### src/rtl/b64lw_pkg.sv
// shared types, constants and the alphabet lookup for the base64 line-wrapping encoder
package b64lw_pkg;

  localparam int unsigned MAX_LINE_LIMIT_DEF = 1023;
  localparam int unsigned MAX_RESULTS        = 4;

  localparam logic [10:0] COUNT_MAX   = 11'd2047;
  localparam logic [7:0]  CHAR_PAD    = 8'h3d;  // '='
  localparam logic [7:0]  CHAR_CR     = 8'h0d;
  localparam logic [7:0]  CHAR_LF     = 8'h0a;
  localparam logic [7:0]  CODE_MASK   = 8'h3f;
  localparam logic [7:0]  HELD_MASK_1 = 8'h30;
  localparam logic [7:0]  HELD_MASK_2 = 8'h3c;

  typedef enum logic [1:0] {
    PHASE_FIRST  = 2'd0,
    PHASE_SECOND = 2'd1,
    PHASE_THIRD  = 2'd2,
    PHASE_UNUSED = 2'd3
  } phase_e;

  typedef struct packed {
    logic [7:0] data_byte;
    logic       last_byte;
  } in_item_t;

  typedef struct packed {
    logic [7:0] out_char;
    logic       out_last;
  } out_item_t;

  // standard alphabet: A-Z, a-z, 0-9, '+', '/'
  function automatic logic [7:0] b64_char(input logic [5:0] code);
    logic [7:0] ch;
    if (code < 6'd26) begin
      ch = 8'h41 + {2'b00, code};
    end else if (code < 6'd52) begin
      ch = 8'h61 + {2'b00, code - 6'd26};
    end else if (code < 6'd62) begin
      ch = 8'h30 + {2'b00, code - 6'd52};
    end else if (code == 6'd62) begin
      ch = 8'h2b;
    end else begin
      ch = 8'h2f;
    end
    return ch;
  endfunction

endpackage

### src/rtl/base64_encoder_line_wrap.sv
// top level of the streaming base64 encoder with CR LF line wrapping
// the first character of an item is valid in the cycle after the item is accepted
// one character per cycle while out_ready_i is high; an item yields 1 to 4 characters
// a new item is taken in the cycle its predecessor's final character leaves
// reset (rst_ni low, asynchronous) clears group phase, held bits, line count, max_line
//   and empties the character buffer
module base64_encoder_line_wrap #(
  parameter int unsigned MAX_LINE_LIMIT = b64lw_pkg::MAX_LINE_LIMIT_DEF
) (
  input  logic                 clk_i,
  input  logic                 rst_ni,
  input  logic                 cfg_we_i,
  input  logic [9:0]           cfg_wdata_i,
  input  logic                 in_valid_i,
  output logic                 in_ready_o,
  input  b64lw_pkg::in_item_t  in_item_i,
  output logic                 out_valid_o,
  input  logic                 out_ready_i,
  output b64lw_pkg::out_item_t out_item_o
);

  localparam int unsigned CntW = $clog2(b64lw_pkg::MAX_RESULTS + 1);

  // encoder state
  b64lw_pkg::phase_e phase_q, phase_d;
  logic [5:0]        held_q, held_d;
  logic [10:0]       line_count_q, line_count_d;
  logic [9:0]        max_line_q;

  // result buffer, head entry at index 0 drives the output
  b64lw_pkg::out_item_t buf_q [b64lw_pkg::MAX_RESULTS];
  b64lw_pkg::out_item_t buf_d [b64lw_pkg::MAX_RESULTS];
  logic [CntW-1:0]      cnt_q, cnt_d;

  logic        in_acc, out_acc;
  logic [7:0]  b;
  logic        last;
  logic [9:0]  limit;
  logic [11:0] count_sum;
  logic [10:0] count_sat;
  logic        wrap;
  logic [5:0]  held_new;
  logic [7:0]  chars [b64lw_pkg::MAX_RESULTS];
  logic [CntW-1:0] n_chars;

  assign out_valid_o = (cnt_q != '0);
  assign out_item_o  = buf_q[0];
  assign out_acc     = out_valid_o && out_ready_i;
  // take a new item once the buffer is empty or its final character leaves now
  assign in_ready_o  = (cnt_q == '0) || ((cnt_q == CntW'(1)) && out_ready_i);
  assign in_acc      = in_valid_i && in_ready_o;

  assign b    = in_item_i.data_byte;
  assign last = in_item_i.last_byte;

  // clamp the configured line length to the build limit
  always_comb begin
    if (32'(max_line_q) > 32'(MAX_LINE_LIMIT)) begin
      limit = 10'(MAX_LINE_LIMIT);
    end else begin
      limit = max_line_q;
    end
  end

  // line count after a complete group, saturating
  assign count_sum = {1'b0, line_count_q} + 12'd4;
  assign count_sat = count_sum[11] ? b64lw_pkg::COUNT_MAX : count_sum[10:0];
  assign wrap      = (limit != '0) && (count_sat >= {1'b0, limit});

  // characters for one item and the state it leaves
  always_comb begin
    phase_d      = phase_q;
    held_d       = held_q;
    line_count_d = line_count_q;
    held_new     = '0;
    n_chars      = CntW'(1);
    for (int i = 0; i < b64lw_pkg::MAX_RESULTS; i++) begin
      chars[i] = b64lw_pkg::CHAR_PAD;
    end
    case (phase_q)
      b64lw_pkg::PHASE_SECOND: begin
        held_new = 6'((b << 2) & b64lw_pkg::HELD_MASK_2);
        chars[0] = b64lw_pkg::b64_char(held_q | {2'b00, b[7:4]});
        chars[1] = b64lw_pkg::b64_char(held_new);
        held_d   = held_new;
        phase_d  = b64lw_pkg::PHASE_THIRD;
        n_chars  = last ? CntW'(3) : CntW'(1);
      end
      b64lw_pkg::PHASE_THIRD: begin
        chars[0] = b64lw_pkg::b64_char(held_q | {4'b0000, b[7:6]});
        chars[1] = b64lw_pkg::b64_char(b[5:0]);
        chars[2] = b64lw_pkg::CHAR_CR;
        chars[3] = b64lw_pkg::CHAR_LF;
        held_d   = '0;
        phase_d  = b64lw_pkg::PHASE_FIRST;
        n_chars  = wrap ? CntW'(4) : CntW'(2);
        line_count_d = wrap ? '0 : count_sat;
      end
      default: begin
        // first byte of a group; the unused phase code acts the same
        held_new = 6'((b << 4) & b64lw_pkg::HELD_MASK_1);
        chars[0] = b64lw_pkg::b64_char(b[7:2]);
        chars[1] = b64lw_pkg::b64_char(held_new);
        held_d   = held_new;
        phase_d  = b64lw_pkg::PHASE_SECOND;
        n_chars  = last ? CntW'(4) : CntW'(1);
      end
    endcase
    // end of message returns to the reset state
    if (last) begin
      phase_d      = b64lw_pkg::PHASE_FIRST;
      held_d       = '0;
      line_count_d = '0;
    end
  end

  // buffer load on accept, shift by one on each character taken
  always_comb begin
    cnt_d = cnt_q;
    for (int i = 0; i < b64lw_pkg::MAX_RESULTS; i++) begin
      buf_d[i] = buf_q[i];
    end
    if (in_acc) begin
      cnt_d = n_chars;
      for (int i = 0; i < b64lw_pkg::MAX_RESULTS; i++) begin
        buf_d[i].out_char = chars[i];
        buf_d[i].out_last = last && (CntW'(i + 1) == n_chars);
      end
    end else if (out_acc) begin
      cnt_d = cnt_q - CntW'(1);
      for (int i = 0; i < b64lw_pkg::MAX_RESULTS - 1; i++) begin
        buf_d[i] = buf_q[i + 1];
      end
    end
  end

  always_ff @(posedge clk_i or negedge rst_ni) begin
    if (!rst_ni) begin
      phase_q      <= b64lw_pkg::PHASE_FIRST;
      held_q       <= '0;
      line_count_q <= '0;
      max_line_q   <= '0;
      cnt_q        <= '0;
    end else begin
      if (cfg_we_i) begin
        max_line_q <= cfg_wdata_i;
      end
      if (in_acc) begin
        phase_q      <= phase_d;
        held_q       <= held_d;
        line_count_q <= line_count_d;
      end
      cnt_q <= cnt_d;
    end
  end

  // payload buffer, no reset needed
  always_ff @(posedge clk_i) begin
    for (int i = 0; i < b64lw_pkg::MAX_RESULTS; i++) begin
      buf_q[i] <= buf_d[i];
    end
  end

  // an item is only taken when nothing but a departing final character is buffered
  a_accept_room: assert property (@(posedge clk_i) disable iff (!rst_ni)
    in_acc |-> (cnt_q == '0) || ((cnt_q == CntW'(1)) && out_acc))
    else $error("item accepted while buffer still held characters");

  // end of message leaves the encoder in its reset state
  a_last_resets: assert property (@(posedge clk_i) disable iff (!rst_ni)
    (in_acc && last) |=> (phase_q == b64lw_pkg::PHASE_FIRST) && (held_q == '0)
                         && (line_count_q == '0))
    else $error("encoder state not cleared after final byte");

  // buffer never holds more than one item's characters
  a_cnt_range: assert property (@(posedge clk_i) disable iff (!rst_ni)
    cnt_q <= CntW'(b64lw_pkg::MAX_RESULTS))
    else $error("character count out of range");

  // a flagged final character is the only one left in the buffer
  a_last_is_tail: assert property (@(posedge clk_i) disable iff (!rst_ni)
    (out_valid_o && out_item_o.out_last) |-> (cnt_q == CntW'(1)))
    else $error("final character is not the buffer tail");

endmodule
### config.mk
export PLATFORM = sky130hd
export DESIGN_NAME = base64_encoder_line_wrap
export DESIGN_NICKNAME = d
export VERILOG_FILES = /design/src/rtl/b64lw_pkg.sv /design/src/rtl/base64_encoder_line_wrap.sv
export SDC_FILE = /design/constraint.sdc
export NUM_CORES = 1
export LEC_CHECK = 0
export BUFFER_PORTS_ARGS = -buffer_cell sky130_fd_sc_hd__buf_2
export CELL_PAD_IN_SITES_DETAIL_PLACEMENT = 0
export CELL_PAD_IN_SITES_GLOBAL_PLACEMENT = 1
export CORE_MARGIN = 8
export CORE_UTILIZATION = 37
export DETAILED_ROUTE_END_ITERATION = 12
export GPL_ROUTABILITY_DRIVEN = 0
export GPL_TIMING_DRIVEN = 0
export PLACE_DENSITY_LB_ADDON = 0.15
export SYNTH_ARGS = -nofsm -noshare
export SYNTH_HDL_FRONTEND = slang
export SYNTH_SLANG_ARGS = --single-unit
### constraint.sdc
create_clock -name clk_i -period 4.65 [get_ports clk_i]
set_clock_uncertainty 0.15 [all_clocks]
set_input_delay 0.93 -clock clk_i [delete_from_list [all_inputs] [get_ports clk_i]]
set_output_delay 0.93 -clock clk_i [all_outputs]
set_load 0.03 [all_outputs]
==> results.toml <==
[run_status]
outcome = "finished, final reports clean"

[setup_path]
worstPathRequired_ns = 4.62
cp.arrival_ns = 3.61
rrSetupSlack_ns = 1.34
rr_endpoint = "line_count_q[5]"
r2r_start = "line_count_q[4]"
reg2reg_depth = 11
start_kind = "input port"
crit_path_end_kind = "register"
crit_fanout = 10
crit_type = "in2reg"
cp-startpoint = "in_item_i[3]"

[drt]
wl_per_cell_um = 18.0
ant_nets = 0
via_per_inst = 5.56
drt_iter0_markers = 378
dr.pass1.iters = 5
routed_wl_um = 15100
drc = 0
via_count = 4684

[yosys]
synth-async-reset-ratio = 0.545
synth-simple-area-share = 0.194
synth_top_area_share = 0.146
synth_edf_count = 23
synth-seq-area-share = 0.288
synth_top_flop_cell = "dfrtp_1"
syn_area_per_cell_um2 = 8.27
synth_compound_area_frac = 0.221
netlist.top_cell.by_area = "dfrtp_1"
synth-seq-cells = 55
synth_warnings = 0
ys_types = 65
synth_top_family_by_area = "compound AO/OA/AOI/OAI gates"
syn_area_um2 = 5130
synthesis.nets = 702
synth_cells = 621
synth_xor_area_frac = 0.0850
synthMuxAreaShare = 0.0183
synthTopCellsByArea = "dfrtp_1, ha_1, edfxtp_1"
synth-adder-area-share = 0.139

[clock_tree]
ctsResizeCount = 0
holdBufCountCts = 0
post-cts-setup-buffers = 0
clkSinkCount = 55
cts_tree = "yes"
htree_levels = 2
cts_max_path_buffers = 2
root_buffer = "clkbuf_16"
cts_made_buffers = 5
clk_pin_slew_ns = 0.08
clk_latency_ns = 0.30

[worst_hold_path]
min_path_type = "reg2reg"
hp-start = "buf_q[2][2]"
holdPathStages = 2
whs_endpoint = "buf_q[2][2]"

[final_layout]
layout_commonest_cell = "nand2_1"
finalNetCount = 742
drive_above_1_share = 0.110
num_antenna_cells = 0
area_growth_pct = 10.9
fill_cells = 1422
final_cell_mix = "nand2_1, ha_1, o21ai_0"
fin_util = 0.415

[die]
die-area_um2 = 17900
fp.dieH_um = 134
ios = 35
die_w_um = 134
initial_core_util = 0.374
rows = 43
core_um2 = 13700

[timing]
fin_crit_ns = 3.65
setup_violations = 0
hold_viol_final = 0
rsz0062_at_grt = "false"
slew_violations = 0
slew_headroom = 0.418
setup_tns_ns = 0
fmax_ghz = 0.274
fin_crit_sh = 0.784
worst_pin_slew_ns = 0.867

[global_routing]
busiest_layer = "met2"
grt_use_total = 0.170
grt_max_degree = 31
first_global_vias = 4739
met3_usage = 0.0258
antenna_found_initial = 0
overflow = 0
grt_first_pass_wirelength_um = 24800
met1_usage = 0.225
grtUsageMet2 = 0.285

[placed_design]
io_buffers = 33
dpl.hpwl_um = 11900

[power_and_ir_drop]
vdd_drop_max_uv = 177
leakage_uw = 0.00247
power.density_nw_per_um2 = 431

[run]
maxCapViolCount = 0
[kinds of logic (layout without fill, tap and decap cells)]
group	after synthesis	after routing
AO/OA/AOI/OAI	172	172
flip-flops	55	55
adder cells (fa/ha/maj)	57	57
XOR/XNOR	49	49
buffers and inverters	69	110
AND/OR/NAND/NOR	210	210
multiplexers	9	9
[worst max-delay path: stages]
cell,delay (ns)
buf_2,0.17
clkbuf_1,0.53
inv_1,0.23
ha_1,0.29
a21oi_1,0.23
o21a_1,0.14
buf_2,0.18
mux2_2,0.35
a21oi_1,0.15
a21oi_1,0.13
o31ai_1,0.27
[power by group]
| group | total [µW] | switching, µW | leakage [µW] | internal, µW |
|---|---|---|---|---|
| Clock | 438 | 183 | 0.0000818 | 255 |
| Combinational | 1250 | 822 | 0.00175 | 424 |
| Sequential | 772 | 74.2 | 0.000636 | 698 |
| Total | 2460 | 1080 | 0.00247 | 1380 |
[cell usage after synthesis, drive strengths merged (5+ instances only)]
cell     n
a21oi   44
and3     8
nand2b   7
dfrtp   30
xnor2   27
nand3   20
nor2b    9
a22o     5
nand4   11
edfxtp  23
a211o    6
o22ai    5
o31ai   10
nor3b    5
ha      57
a22oi    5
xor2    22
clkbuf  14
nand2   79
inv     38
a211oi  11
buf     17
o21ai   52
mux2i    6
nor2    46
nor3    13
[per-stage QoR]
step                area, µm²  total power, µW  worst slack (ns)  instances  hold slack, ns
floorplan                5130             1660              1.51        621           0.287
global placement         5530             2010             0.754        834           0.303
detailed placement       5530             2030             0.769        834           0.315
CTS                      5690             2470              1.07        842           0.325
global route             5690             2630             0.757        842           0.372
finish                   5690             2460              1.00        842           0.322
[worst max-delay path by stage]
| stage | to | slack (ns) |
|---|---|---|
| 2_1_floorplan | buf_q[0][3] | 1.51 |
| 3_3_place_gp | buf_q[1][3] | 0.75 |
| 4_1_cts | buf_q[1][5] | 1.07 |
| 3_5_place_dp | buf_q[1][2] | 0.77 |
| 5_1_grt | buf_q[1][3] | 0.76 |
| 6_report | buf_q[1][5] | 1.00 |
[flip-flops by register name (all words and copies together), names as in the netlist]
signal	count
cnt_q	3
limit	10
phase_q	2
line_count_q	11
buf_q	25
held_q	4
[area by class of cell]
| type | instances | area (µm²) | area share |
|---|---|---|---|
| Buffer | 31 | 136 | 0.0240 |
| Tap cell | 180 | 225 | 0.0396 |
| Clock inverter | 3 | 42.5 | 0.00747 |
| Clock buffer | 5 | 125 | 0.0220 |
| Inverter | 38 | 143 | 0.0251 |
| Timing Repair Buffer | 33 | 165 | 0.0290 |
| Sequential cell | 55 | 1480 | 0.260 |
| Multi-Input combinational cell | 497 | 3370 | 0.593 |
[metal layers]
metal,vias up,wire (µm),share of wire
met4,0,262,0.017
met1,2244,7060,0.47
met3,23,736,0.049
met2,131,7060,0.47
met5,-,0,0
li1,2286,-,-
Power figures use the tool's default switching activity.
